**src/rtl/battery_level_monitor_led_blinker_core_assert.svh**
```systemverilog
// assertion macros for the battery monitor core
// expects clk and arst_n in the scope of each use
`ifndef BATTERY_LEVEL_MONITOR_LED_BLINKER_CORE_ASSERT_SVH
`define BATTERY_LEVEL_MONITOR_LED_BLINKER_CORE_ASSERT_SVH

`ifndef SYNTHESIS
// property checked while out of reset
`define BLM_ASSERT(lbl, prop) \
	lbl: assert property (@(posedge clk) disable iff (!arst_n) prop) \
		else $error("battery monitor assertion failed");
// condition that must never be seen out of reset
`define BLM_ASSERT_NEVER(lbl, expr) \
	lbl: assert property (@(posedge clk) disable iff (!arst_n) !(expr)) \
		else $error("battery monitor forbidden condition");
`else
`define BLM_ASSERT(lbl, prop)
`define BLM_ASSERT_NEVER(lbl, expr)
`endif

`endif

```
**src/rtl/blm_pkg.sv**
```systemverilog
// shared types, constants and register map of the battery monitor core
// no dependencies
package blm_pkg;

	localparam int NOW_W   = 32;
	localparam int ADC_W   = 10;
	localparam int OFS_W   = 10;
	localparam int THR_W   = 16;
	localparam int FRAC_W  = 10;
	// adc * 53000 + offset * 1024 stays below 2^27
	localparam int VOLT_W  = 27;
	localparam int PADDR_W = 5;
	localparam int PDATA_W = 32;

	localparam logic [15:0] ADC_SCALE = 16'd53000;

	localparam logic [NOW_W-1:0] SAMPLE_PERIOD = 32'd100;
	localparam logic [NOW_W-1:0] PER_NORMAL    = 32'd200;
	localparam logic [NOW_W-1:0] PER_HIGH      = 32'd250;
	localparam logic [NOW_W-1:0] PER_LOW_ON    = 32'd500;
	localparam logic [NOW_W-1:0] PER_LOW_OFF   = 32'd1500;
	localparam logic [NOW_W-1:0] PER_VERY_LOW  = 32'd1000;

	localparam logic [THR_W-1:0] RST_HIGH_12     = 16'd16600;
	localparam logic [THR_W-1:0] RST_LOW_12      = 16'd11000;
	localparam logic [THR_W-1:0] RST_VERY_LOW_12 = 16'd9700;
	localparam logic [THR_W-1:0] RST_HIGH_24     = 16'd31500;
	localparam logic [THR_W-1:0] RST_LOW_24      = 16'd24000;
	localparam logic [THR_W-1:0] RST_VERY_LOW_24 = 16'd22000;

	typedef enum logic [1:0] {
		CLS_NORMAL   = 2'd0,
		CLS_HIGH     = 2'd1,
		CLS_LOW      = 2'd2,
		CLS_VERY_LOW = 2'd3
	} cls_t;

	typedef enum logic [2:0] {
		REG_SUPPLY_IS_24V  = 3'd0,
		REG_OFFSET_MV      = 3'd1,
		REG_HIGH_12_MV     = 3'd2,
		REG_LOW_12_MV      = 3'd3,
		REG_VERY_LOW_12_MV = 3'd4,
		REG_HIGH_24_MV     = 3'd5,
		REG_LOW_24_MV      = 3'd6,
		REG_VERY_LOW_24_MV = 3'd7
	} reg_idx_t;

	typedef struct packed {
		logic             supply_is_24v;
		logic [OFS_W-1:0] offset_mv;
		logic [THR_W-1:0] high_12_mv;
		logic [THR_W-1:0] low_12_mv;
		logic [THR_W-1:0] very_low_12_mv;
		logic [THR_W-1:0] high_24_mv;
		logic [THR_W-1:0] low_24_mv;
		logic [THR_W-1:0] very_low_24_mv;
	} cfg_t;

	// registered call between the front stage and the update stage
	typedef struct packed {
		logic              valid;
		logic [NOW_W-1:0]  now_ms;
		logic [VOLT_W-1:0] volt;
	} item_t;

endpackage

```
**src/rtl/blm_ifs.sv**
```systemverilog
// valid/ready channel interfaces for calls and status results
// depends on blm_pkg
interface blm_call_if import blm_pkg::*; ();
	logic             valid;
	logic             ready;
	logic [NOW_W-1:0] now_ms;
	logic [ADC_W-1:0] adc_sample;

	modport source(output valid, output now_ms, output adc_sample, input ready);
	modport sink(input valid, input now_ms, input adc_sample, output ready);
endinterface

interface blm_status_if ();
	logic       valid;
	logic       ready;
	logic [1:0] battery_class;
	logic       led_on;

	modport source(output valid, output battery_class, output led_on, input ready);
	modport sink(input valid, input battery_class, input led_on, output ready);
endinterface

```
**src/rtl/battery_level_monitor_led_blinker_core.sv**
```systemverilog
// battery level monitor with warning led blinker, top level
// latency: a call beat passes the input register and then the status register before its status shows
// throughput: one call per cycle while status beats are taken; the deadline and class update is combinational
// reset: arst_n clears class, deadlines, led and blink phase, and loads threshold defaults
// depends on blm_pkg, blm_ifs, blm_regs, blm_front, blm_update and the assertion header
`include "battery_level_monitor_led_blinker_core_assert.svh"
module battery_level_monitor_led_blinker_core import blm_pkg::*; (
	input  logic               clk,
	input  logic               arst_n,
	blm_call_if.sink           call,
	blm_status_if.source       status,
	input  logic               psel,
	input  logic               penable,
	input  logic               pwrite,
	input  logic [PADDR_W-1:0] paddr,
	input  logic [PDATA_W-1:0] pwdata,
	output logic [PDATA_W-1:0] prdata,
	output logic               pready
);

	cfg_t  cfg;
	item_t item_s1;
	logic  adv;

	blm_regs u_regs (
		.clk     (clk),
		.arst_n  (arst_n),
		.psel    (psel),
		.penable (penable),
		.pwrite  (pwrite),
		.paddr   (paddr),
		.pwdata  (pwdata),
		.prdata  (prdata),
		.pready  (pready),
		.cfg     (cfg)
	);

	blm_front u_front (
		.clk       (clk),
		.arst_n    (arst_n),
		.call      (call),
		.offset_mv (cfg.offset_mv),
		.adv       (adv),
		.item_s1   (item_s1)
	);

	blm_update u_update (
		.clk     (clk),
		.arst_n  (arst_n),
		.item_s1 (item_s1),
		.cfg     (cfg),
		.status  (status),
		.adv     (adv)
	);

	// a new status beat only comes from a registered call
	`BLM_ASSERT(a_status_from_call, $rose(status.valid) |-> $past(item_s1.valid))
	// a stalled registered call keeps its time stamp
	`BLM_ASSERT(a_stall_holds, item_s1.valid && status.valid && !status.ready |=> item_s1.valid && $stable(item_s1.now_ms))
	// backpressure on calls only while a call sits in the input register
	`BLM_ASSERT_NEVER(a_ready_low_empty, !call.ready && !item_s1.valid)

endmodule

```
**src/rtl/blm_regs.sv**
```systemverilog
// configuration registers behind the apb-style port
// depends on blm_pkg
module blm_regs import blm_pkg::*; (
	input  logic               clk,
	input  logic               arst_n,
	input  logic               psel,
	input  logic               penable,
	input  logic               pwrite,
	input  logic [PADDR_W-1:0] paddr,
	input  logic [PDATA_W-1:0] pwdata,
	output logic [PDATA_W-1:0] prdata,
	output logic               pready,
	output cfg_t               cfg
);

	cfg_t     cfg_q;
	reg_idx_t idx;
	logic     wr_en;

	assign idx    = reg_idx_t'(paddr[PADDR_W-1:2]);
	assign wr_en  = psel && penable && pwrite && pready;
	assign pready = 1'b1;
	assign cfg    = cfg_q;

	always_ff @(posedge clk or negedge arst_n) begin
		if (!arst_n) begin
			cfg_q.supply_is_24v  <= 1'b0;
			cfg_q.offset_mv      <= '0;
			cfg_q.high_12_mv     <= RST_HIGH_12;
			cfg_q.low_12_mv      <= RST_LOW_12;
			cfg_q.very_low_12_mv <= RST_VERY_LOW_12;
			cfg_q.high_24_mv     <= RST_HIGH_24;
			cfg_q.low_24_mv      <= RST_LOW_24;
			cfg_q.very_low_24_mv <= RST_VERY_LOW_24;
		end else if (wr_en) begin
			case (idx)
				REG_SUPPLY_IS_24V:  cfg_q.supply_is_24v  <= pwdata[0];
				REG_OFFSET_MV:      cfg_q.offset_mv      <= pwdata[OFS_W-1:0];
				REG_HIGH_12_MV:     cfg_q.high_12_mv     <= pwdata[THR_W-1:0];
				REG_LOW_12_MV:      cfg_q.low_12_mv      <= pwdata[THR_W-1:0];
				REG_VERY_LOW_12_MV: cfg_q.very_low_12_mv <= pwdata[THR_W-1:0];
				REG_HIGH_24_MV:     cfg_q.high_24_mv     <= pwdata[THR_W-1:0];
				REG_LOW_24_MV:      cfg_q.low_24_mv      <= pwdata[THR_W-1:0];
				REG_VERY_LOW_24_MV: cfg_q.very_low_24_mv <= pwdata[THR_W-1:0];
				default: ;
			endcase
		end
	end

	always_comb begin
		case (idx)
			REG_SUPPLY_IS_24V:  prdata = PDATA_W'(cfg_q.supply_is_24v);
			REG_OFFSET_MV:      prdata = PDATA_W'(cfg_q.offset_mv);
			REG_HIGH_12_MV:     prdata = PDATA_W'(cfg_q.high_12_mv);
			REG_LOW_12_MV:      prdata = PDATA_W'(cfg_q.low_12_mv);
			REG_VERY_LOW_12_MV: prdata = PDATA_W'(cfg_q.very_low_12_mv);
			REG_HIGH_24_MV:     prdata = PDATA_W'(cfg_q.high_24_mv);
			REG_LOW_24_MV:      prdata = PDATA_W'(cfg_q.low_24_mv);
			REG_VERY_LOW_24_MV: prdata = PDATA_W'(cfg_q.very_low_24_mv);
			default:            prdata = '0;
		endcase
	end

endmodule

```
**src/rtl/blm_front.sv**
```systemverilog
// input register: takes a call beat and registers it with its voltage
// in 1/1024 mV units; depends on blm_pkg and blm_ifs
module blm_front import blm_pkg::*; (
	input  logic             clk,
	input  logic             arst_n,
	blm_call_if.sink         call,
	input  logic [OFS_W-1:0] offset_mv,
	input  logic             adv,
	output item_t            item_s1
);

	logic              valid_s1;
	logic [NOW_W-1:0]  now_s1;
	logic [VOLT_W-1:0] volt_s1;
	logic [VOLT_W-1:0] volt;
	logic              take;

	assign call.ready = !valid_s1 || adv;
	assign take       = call.valid && call.ready;

	// exact voltage: adc * 53000 + offset * 1024
	assign volt = VOLT_W'(call.adc_sample) * VOLT_W'(ADC_SCALE)
	            + VOLT_W'({offset_mv, {FRAC_W{1'b0}}});

	always_ff @(posedge clk or negedge arst_n) begin
		if (!arst_n) begin
			valid_s1 <= 1'b0;
		end else if (call.ready) begin
			valid_s1 <= call.valid;
		end
	end

	always_ff @(posedge clk) begin
		if (take) begin
			now_s1  <= call.now_ms;
			volt_s1 <= volt;
		end
	end

	assign item_s1.valid  = valid_s1;
	assign item_s1.now_ms = now_s1;
	assign item_s1.volt   = volt_s1;

endmodule

```
**src/rtl/blm_update.sv**
```systemverilog
// deadline checks, classification, led pattern and the status register
// depends on blm_pkg and blm_ifs
module blm_update import blm_pkg::*; (
	input  logic       clk,
	input  logic       arst_n,
	input  item_t      item_s1,
	input  cfg_t       cfg,
	blm_status_if.source status,
	output logic       adv
);

	logic             out_valid_q;
	cls_t             class_q;
	logic             led_q;
	logic             phase_q;
	logic [NOW_W-1:0] sample_dl_q;
	logic [NOW_W-1:0] led_dl_q;

	logic [VOLT_W-1:0] hi_v, lo_v, vlo_v;
	logic [THR_W-1:0]  hi_t, lo_t, vlo_t;
	logic              sample_fire, led_fire;
	cls_t              class_new;
	logic              led_new, phase_new;
	logic [NOW_W-1:0]  period;

	assign adv = item_s1.valid && (!out_valid_q || status.ready);

	assign hi_t  = cfg.supply_is_24v ? cfg.high_24_mv     : cfg.high_12_mv;
	assign lo_t  = cfg.supply_is_24v ? cfg.low_24_mv      : cfg.low_12_mv;
	assign vlo_t = cfg.supply_is_24v ? cfg.very_low_24_mv : cfg.very_low_12_mv;
	assign hi_v  = VOLT_W'({hi_t, {FRAC_W{1'b0}}});
	assign lo_v  = VOLT_W'({lo_t, {FRAC_W{1'b0}}});
	assign vlo_v = VOLT_W'({vlo_t, {FRAC_W{1'b0}}});

	assign sample_fire = sample_dl_q < item_s1.now_ms;
	assign led_fire    = led_dl_q < item_s1.now_ms;

	// earlier rules win; a value on a threshold keeps the old class
	always_comb begin
		class_new = class_q;
		if (sample_fire) begin
			if (item_s1.volt < hi_v && item_s1.volt > lo_v) begin
				class_new = CLS_NORMAL;
			end else if (item_s1.volt < vlo_v) begin
				class_new = CLS_VERY_LOW;
			end else if (item_s1.volt < lo_v) begin
				class_new = CLS_LOW;
			end else if (item_s1.volt > hi_v) begin
				class_new = CLS_HIGH;
			end
		end
	end

	always_comb begin
		led_new   = led_q;
		phase_new = phase_q;
		period    = '0;
		case (class_new)
			CLS_NORMAL: begin
				led_new = 1'b0;
				period  = PER_NORMAL;
			end
			CLS_HIGH: begin
				led_new = !led_q;
				period  = PER_HIGH;
			end
			CLS_LOW: begin
				led_new   = !phase_q;
				phase_new = !phase_q;
				period    = phase_q ? PER_LOW_OFF : PER_LOW_ON;
			end
			default: begin
				led_new = 1'b1;
				period  = PER_VERY_LOW;
			end
		endcase
	end

	always_ff @(posedge clk or negedge arst_n) begin
		if (!arst_n) begin
			out_valid_q <= 1'b0;
			class_q     <= CLS_NORMAL;
			led_q       <= 1'b0;
			phase_q     <= 1'b0;
			sample_dl_q <= '0;
			led_dl_q    <= '0;
		end else begin
			if (adv) begin
				out_valid_q <= 1'b1;
				class_q     <= class_new;
				if (sample_fire) begin
					sample_dl_q <= item_s1.now_ms + SAMPLE_PERIOD;
				end
				if (led_fire) begin
					led_q    <= led_new;
					phase_q  <= phase_new;
					led_dl_q <= led_dl_q + period;
				end
			end else if (status.ready) begin
				out_valid_q <= 1'b0;
			end
		end
	end

	assign status.valid         = out_valid_q;
	assign status.battery_class = class_q;
	assign status.led_on        = led_q;

endmodule
```
**src/flat_wrapper.sv**
```systemverilog
// flat-port wrapper written by rule: the top's interface ports become plain ports
module battery_level_monitor_led_blinker_core_flat import blm_pkg::*;
  (clk, arst_n, psel, penable, pwrite, paddr, pwdata, prdata, pready, call_valid, call_now_ms, call_adc_sample, call_ready, status_valid, status_battery_class, status_led_on, status_ready);
  blm_call_if call_i ();
  blm_status_if status_i ();
  input  logic clk;
  input  logic arst_n;
  input  logic psel;
  input  logic penable;
  input  logic pwrite;
  input  logic [PADDR_W-1:0] paddr;
  input  logic [PDATA_W-1:0] pwdata;
  output logic [PDATA_W-1:0] prdata;
  output logic pready;
  input wire logic [$bits(call_i.valid)-1:0] call_valid;
  input wire logic [$bits(call_i.now_ms)-1:0] call_now_ms;
  input wire logic [$bits(call_i.adc_sample)-1:0] call_adc_sample;
  output wire logic [$bits(call_i.ready)-1:0] call_ready;
  output wire logic [$bits(status_i.valid)-1:0] status_valid;
  output wire logic [$bits(status_i.battery_class)-1:0] status_battery_class;
  output wire logic [$bits(status_i.led_on)-1:0] status_led_on;
  input wire logic [$bits(status_i.ready)-1:0] status_ready;
  assign call_i.valid = call_valid;
  assign call_i.now_ms = call_now_ms;
  assign call_i.adc_sample = call_adc_sample;
  assign call_ready = call_i.ready;
  assign status_valid = status_i.valid;
  assign status_battery_class = status_i.battery_class;
  assign status_led_on = status_i.led_on;
  assign status_i.ready = status_ready;
  battery_level_monitor_led_blinker_core u_core (.clk(clk), .arst_n(arst_n), .call(call_i), .status(status_i), .psel(psel), .penable(penable), .pwrite(pwrite), .paddr(paddr), .pwdata(pwdata), .prdata(prdata), .pready(pready));
endmodule
```
**config.mk**
```make
export PLATFORM = sky130hd
export DESIGN_NAME = battery_level_monitor_led_blinker_core_flat
export DESIGN_NICKNAME = d
export VERILOG_FILES = /design/src/rtl/blm_pkg.sv /design/src/rtl/blm_ifs.sv /design/src/rtl/battery_level_monitor_led_blinker_core.sv /design/src/rtl/blm_regs.sv /design/src/rtl/blm_front.sv /design/src/rtl/blm_update.sv /design/src/flat_wrapper.sv
export VERILOG_INCLUDE_DIRS = /design/src /design/src/rtl
export SDC_FILE = /design/constraint.sdc
export NUM_CORES = 1
export LEC_CHECK = 0
export BUFFER_PORTS_ARGS = -buffer_cell sky130_fd_sc_hd__buf_2
export CAP_MARGIN = 20
export CORE_MARGIN = 8
export CORE_UTILIZATION = 56
export DETAILED_ROUTE_END_ITERATION = 10
export GPL_ROUTABILITY_DRIVEN = 0
export PLACE_DENSITY = 0.81
export SLEW_MARGIN = 20
export SYNTH_ARGS = -nofsm -noshare
export SYNTH_HDL_FRONTEND = slang
export SYNTH_HIERARCHICAL = 1
export SYNTH_SLANG_ARGS = --single-unit
```
**constraint.sdc**
```tcl
create_clock -name clk -period 5.2 [get_ports clk]
set_input_delay 0.78 -clock clk [delete_from_list [all_inputs] [get_ports clk]]
set_output_delay 0.78 -clock clk [all_outputs]
set_load 0.1 [all_outputs]
```
* Yosys cells after proc, flatten, opt, wreduce, memory -nomap -nowiden
Index checks and enable logic that the tools add are counted.
** Word-level totals
- Flip-flop bits (word level) :: 236
- Latch bits :: 0
- RAM bits :: 0
- ROM bits :: 0
- Input port bits :: 86
- Output and inout bits :: 38
- Logic and storage cells :: 76
- Memories :: 0
** Cells by class
- Add/subtract/negate cells :: 3
- Multiply operators :: 1
- Div/mod/pow operators :: 0
- Magnitude comparators :: 7
- Eq/ne operators :: 9
- Shifts and indexed selects :: 0
- Multiplexer cells :: 14
- Bitwise gates (word level) :: 0
- Reductions and logical operators :: 25
** Operators by type and width (number)
- 32-bit one-hot mux with 8 select lines :: 1
- 27-bit by 26-bit less-than comparator with 1-bit output :: 3
- 32-bit less-than comparator :: 2
- 27-bit by 26-bit > comparator with 1-bit output :: 2
- 16-bit 2-to-1 mux :: 3
- 11-bit one-hot mux with 3 select lines :: 1
- 32-bit adder :: 1
- 32-bit by 7-bit adder with 32-bit output (second input constant) :: 1
- 26-bit by 20-bit adder with 27-bit output :: 1
- 10-bit by 13-bit multiplier with 23-bit output (second input constant) :: 1
- 2-bit AND reduction :: 10
- 3-bit equality test (second input constant) :: 4
- 11-bit 2-to-1 mux :: 1
- 2-bit 2-to-1 mux :: 5
- 3-bit by 2-bit equality test with 1-bit output (second input constant) :: 2
- 1-bit logical AND :: 5
- 1-bit zero test :: 4
- 3-bit by 1-bit equality test with 1-bit output (second input constant) :: 1
- 3-bit zero test :: 1
- 1-bit one-hot mux with 3 select lines :: 1
- 3-bit AND reduction :: 1
- 2-bit by 1-bit equality test with 1-bit output (second input constant) :: 1
- 2-bit equality test (second input constant) :: 1
- 2-bit zero test :: 1
- 3 further kinds :: 5

* Depth between registers and ports, before layout
- Depth in word-level cells :: 10
- Mapped depth :: 27

* By module
The synthesis kept the hierarchy.
** By module, submodules not included
- blm_update :: instances 1, cells each 722, area each 6613.8 um^2
- blm_regs :: instances 1, cells each 358, area each 5173.7 um^2
- blm_front :: instances 1, cells each 369, area each 4414.2 um^2

* Worst setup path after synthesis
OpenSTA, ideal clock, no wires.
- Path type :: flip-flop to flip-flop
- From :: register u_core.u_regs.cfg_q, in the netlist u_core/u_regs/cfg[106]
- To :: register u_core.u_update.led_dl_q[20]
- Data arrival time :: 5.704 ns
- Required time :: 5.077 ns
- Path slack :: -0.628 ns
- Cell stages (with the launch flop) :: 23
- Period minus slack after synthesis :: 5.828 ns
- Cells stage by stage :: dfrtp_1 > clkbuf_1 > buf_1 > clkbuf_1 > mux2i_1 > ha_1 > a21o_1 > a221oi_1 > nor3b_1 > a2111oi_0 > o21ai_0 > and3_1 > a21oi_1 > mux2i_1 > ha_1 > nor2b_1 > or3_1 > ha_1 > o21a_1 > o21ai_0 > a211oi_1 > nand4_1 > xnor2_1
** On the way
- Longest elaborated chain between the ends :: 10
- Elaborated cells on any way between the ends :: 19
- Those cells by class :: add/sub: 1; order compare: 5; eq/ne: 2; mux: 9; reduce/logical: 2
** RTL lines
- start, declared :: RTL line blm_regs.sv:16 : cfg_t cfg_q;
- 16-bit 2-to-1 mux :: RTL line blm_update.sv:28 : assign hi_t = cfg.supply_is_24v ? cfg.high_24_mv : cfg.high_12_mv;
- 27-bit by 26-bit > comparator with 1-bit output :: RTL line blm_update.sv:48 : end else if (item_s1.volt > hi_v) begin
- 2-bit 2-to-1 mux :: RTL line blm_update.sv:48
- 2-bit 2-to-1 mux :: RTL line blm_update.sv:46 : end else if (item_s1.volt < lo_v) begin
- 2-bit 2-to-1 mux :: RTL line blm_update.sv:44 : end else if (item_s1.volt < vlo_v) begin
- 2-bit 2-to-1 mux * :: RTL line blm_update.sv:42 : if (item_s1.volt < hi_v && item_s1.volt > lo_v) begin
- 2-bit 2-to-1 mux * :: RTL line blm_update.sv:41 : if (sample_fire) begin
- 2-bit equality test (tied with other cells) :: RTL line blm_update.sv:58 : case (class_new)
- 11-bit one-hot mux with 3 select lines * :: RTL line blm_update.sv:58
- 32-bit adder * :: RTL line blm_update.sv:97 : led_dl_q <= led_dl_q + period;
- end signal, assigned :: RTL line blm_update.sv:97
- end, declared :: RTL line blm_update.sv:17 : logic [NOW_W-1:0] led_dl_q;
Mark *: on every way between the ends. The rest lies on a longest branch, timed or not.
A chain may end at the register's enable or synchronous reset.

* Final worst setup path
- From :: input port call_adc_sample[7]
- To :: register u_core.u_front.volt_s1[25] (data pin)
** On the way
- Longest elaborated chain between the ends :: 2
** RTL lines
- start, declared :: RTL line flat_wrapper.sv:17 : input wire logic [$bits(call_i.adc_sample)-1:0] call_adc_sample;
- 10-bit by 13-bit multiplier with 23-bit output :: RTL line blm_front.sv:22 : assign volt = VOLT_W'(call.adc_sample) * VOLT_W'(ADC_SCALE)
- 26-bit by 20-bit adder with 27-bit output :: RTL line blm_front.sv:23 : + VOLT_W'({offset_mv, {FRAC_W{1'b0}}});
- named net u_core.u_front.volt[25] :: RTL line blm_front.sv:15 : logic [VOLT_W-1:0] volt;
- end signal, assigned :: RTL line blm_front.sv:36 : volt_s1 <= volt;
- end, declared :: RTL line blm_front.sv:14 : logic [VOLT_W-1:0] volt_s1;
The timed path passes the listed nets, and every way through them passes these cells.

==> out/summary.txt <==
=====================================================================================
Final net count                                                                  1969
Maximum number of buffers from clock root to sink                                   3
Delay of the slowest cell on the worst path                                   0.53 ns
Cell variety after synth                                                           82
Setup-violating endpoint count in the final report                                  0
Post-route ant nets                                                                 0
FF+latch count, synth                                                             232
Maximum vdd ir drop                                                            503 uV
Die span in x                                                                  186 um
Min Tclk post-route                                                           5.10 ns
Wire length per cell after detailed routing                                   19.5 um
Area growth from synthesis to layout                                            18.7%
Result of the run                                                        finished, final reports clean
Cell depth of the worst setup path                                                 19
Post-synth ARST share                                                           75.9%
Post-detailed-placement half-perimeter wirelength                            28800 um
FF-to-FF path depth                                                                27
Clock latency on the worst-skew pair                                          0.53 ns
Dpl cells                                                                        1997
Count of hold buffers inserted by post-cts repair                                   0
Initial DRC count                                                                 781
Post-Syn Instances                                                               1449
TritonCTS clock tree                                                            built
Most common flop cell mapped by yosys                                    sky130_fd_sc_hd__dfrtp_1
Clock-pin slew of the registers on the worst-case setup and hold paths        0.06 ns
Total buffers and inverters traversed by the critical path                          5
Post-synth EDFFs                                                                   56
Fin. Hold Viols                                                                     0
DRT Wirelength                                                               40200 um
Setup repair after global routing missed its margin                              true
Io pins                                                                           124
Row Count                                                                          62
Top cell family by delay on the critical path                             adder cells
Max Clk Rate                                                                  196 MHz
Number of slew-limit violations in the final report                                 0
Number of remaining DRC errors                                                      0
Areal power density over the cells                                        621 nW/um^2
All-Layer GR Usage                                                              22.8%
Number of sinks driven by the clock tree                                          232
CP dominant cell by count                                                sky130_fd_sc_hd__fa_1
Reported leakage power                                                        8.60 nW
Worst-case setup slack after placement                                      -0.512 ns
Number of clock buffers inserted by TritonCTS                                      27
Worst path cell trace                                                    buf_2 > fa_1 > inv_1 > fa_1 > inv_1 > fa_1 > fa_1 > ha_1 > ha_4 > nand2_1 > o21ai_0 > a31oi_2 > buf_4 > o21a_1 > nor3_1 > buf_4 > nand3_2 > nor4_2 > xor2_1
Standard cell core area                                                   28600 sq um
Syn_area_per_cell                                                          11.2 sq um
Worst-case headroom to the max-slew limit                                       15.9%
Overall via count from detail_route                                             12155
Final non-filler cell total                                                      2061
Antenna violations before repair                                                    2
Initial Utilization                                                             56.6%
Least-Margin Pin Slew                                                         1.26 ns
Overall power                                                                 11.9 mW
Commonest cells after routing, fill and taps aside                       176 x sky130_fd_sc_hd__ha_1, 132 x sky130_fd_sc_hd__dfrtp_1, 129 x sky130_fd_sc_hd__mux2_2
Die ar.                                                                   34600 sq um
H-Tree Level Count                                                                  1
Maximum fanout encountered on the critical timing path                              5
Required time of the critical path                                            5.47 ns
Part of the cycle the worst path needs                                          98.1%
Data arrival time at the worst-slack endpoint                                 5.37 ns
Area of the mapped netlist                                                16200 sq um
Fraction of final layout cells with drive strength greater than 1               32.7%
Worst setup startpoint                                                   call_adc_sample[7]
Hold Crit Class                                                          primary input to asynchronous set/reset pin
Die H                                                                          186 um
Proportion of synthesized chip area in sequential cells                         37.9%
Via density                                                                      5.90
GRT Residual Overflow                                                               0
Synthesis warning total                                                             6
Crit path capture type                                                       register
Cell chosen for the clock root                                           sky130_fd_sc_hd__clkbuf_16
Cell with the largest stage delay on the worst path                      sky130_fd_sc_hd__fa_1
Wire length of the first global-routing pass                                 64000 um
Crit Path Category                                                       primary input to register
Smallest setup slack after layout                                            0.100 ns
Element type at the critical path start                                  primary input
Port Buffer Count                                                                  88
Max Cap Viol                                                                        0
Vias in the first global route                                                  12715
Most frequent standard cell in the layout excluding fill and tap cells   sky130_fd_sc_hd__ha_1
Largest net degree at the start of global routing                                 109
Startpoint of the lowest-slack register-to-register path                 u_core/u_regs/cfg[106]$_DFFE_PN0P_
Drt first pass iters                                                                5
Accumulated negative setup slack                                                 0 ns
Clk_skew                                                                    0.0161 ns
=====================================================================================
path summary, 6_finish.rpt:
kind | end | slack [ns]
min in group clk | u_core/u_front/now_s1[8]$_DFFE_PP_ | 0.42
max in group asynchronous | u_core/u_regs/cfg[75]$_DFFE_PN1P_ | 3.89
setup reg to reg | u_core/u_update/led_dl_q[25]$_DFFE_PN0P_ | 0.15
setup / recovery | u_core/u_front/volt_s1[25]$_DFFE_PP_ | 0.10
hold reg to reg | u_core/u_update/led_dl_q[31]$_DFFE_PN0P_ | 0.48
hold / removal | u_core/u_update/sample_dl_q[14]$_DFFE_PN0P_ | 0.36
sequential cells by signal, summed over array words and instances (netlist names):
| name | count |
|---|---|
| u_core/u_update/status.battery_class | 2 |
| u_core/u_front/valid_s1 | 1 |
| u_core/u_regs/cfg | 107 |
| u_core/u_update/led_dl_q | 31 |
| u_core/u_front/volt_s1 | 24 |
| u_core/u_update/status.led_on | 1 |
| u_core/u_front/now_s1 | 32 |
| u_core/u_update/phase_q | 1 |
| u_core/u_update/sample_dl_q | 32 |
| u_core/u_update/status.valid | 1 |
Yosys cell counts (all sizes together) (10+ instances only):
cell type / n / area, sq um
nor2b: 17 / 106
ha: 199 / 2490
dfstp: 43 / 1130
mux2i: 55 / 551
inv: 84 / 315
mux2: 135 / 1540
fa: 29 / 581
nor2: 89 / 374
nor3: 26 / 141
xnor2: 70 / 621
clkbuf: 11 / 41.3
nand2b: 15 / 93.8
a211oi: 12 / 95.1
o21ai: 39 / 199
edfxtp: 56 / 1680
and3: 11 / 68.8
buf: 48 / 347
nand3: 44 / 225
a21o: 21 / 158
dfrtp: 133 / 3330
nand2: 57 / 221
xor2: 10 / 87.6
nor4: 10 / 75.1
nand4: 25 / 171
o21a: 12 / 90.1
a21oi: 82 / 414
layout make-up:
class / count / area [sq um]
Multi-Input combinational cell: 1091 / 9950
Fill cell: 2054 / 9400
Sequential cell: 232 / 6140
Clock inverter: 13 / 82.6
Clock buffer: 36 / 769
Timing Repair Buffer: 219 / 1490
Tap cell: 384 / 480
Inverter: 84 / 315
Antenna cell: 2 / 5.00
report_power, final:
| part | total, mW | internal (mW) | switching (mW) | leakage (nW) |
|---|---|---|---|---|
| Combinational | 7.25 | 3.52 | 3.73 | 5.56 |
| Clock | 1.81 | 1.04 | 0.766 | 0.420 |
| Sequential | 2.88 | 2.46 | 0.414 | 2.62 |
routing by layer:
| metal | vias to the layer above | GRT usage, % | share of wire (%) |
|---|---|---|---|
| met5 | - | 0 | 0 |
| met2 | 304 | 41.5 | 51 |
| met1 | 6084 | 26.8 | 40 |
| met4 | 0 | 8.92 | 3.6 |
| met3 | 96 | 3.16 | 4.7 |
| li1 | 5671 | - | - |
metrics by stage:
| stage | cell area [sq um] | hold WS, ns | utilization, % |
|---|---|---|---|
| after floorplan | 16400 | 0.449 | - |
| after global placement | 17900 | 0.468 | 62.4 |
| after detailed placement | 17900 | 0.473 | 62.4 |
| after CTS | 18700 | 0.398 | 65.5 |
| after global routing | 19200 | 0.400 | 67.2 |
| final | 19200 | 0.358 | 67.2 |
logic make-up after synthesis:
| family | count (synthesis) | share of synthesized area, % |
|---|---|---|
| AO/OA/AOI/OAI | 235 | 9.48 |
| XOR/XNOR | 80 | 4.37 |
| adder cells (fa/ha/maj) | 228 | 19.0 |
| buffers and inverters | 143 | 4.34 |
| flip-flops | 232 | 37.9 |
| multiplexers | 198 | 14.0 |
| other | 3 | 0.0695 |
| AND/OR/NAND/NOR | 330 | 10.9 |
repair_timing:
item	CTS	global route
cloned	0	2
pin swaps	2	33
setup endpoints to repair	23	34
gates resized for setup	4	80
hold endpoints to repair	0	0
buffers inserted	3	8
Power figures use the tool's default switching activity.
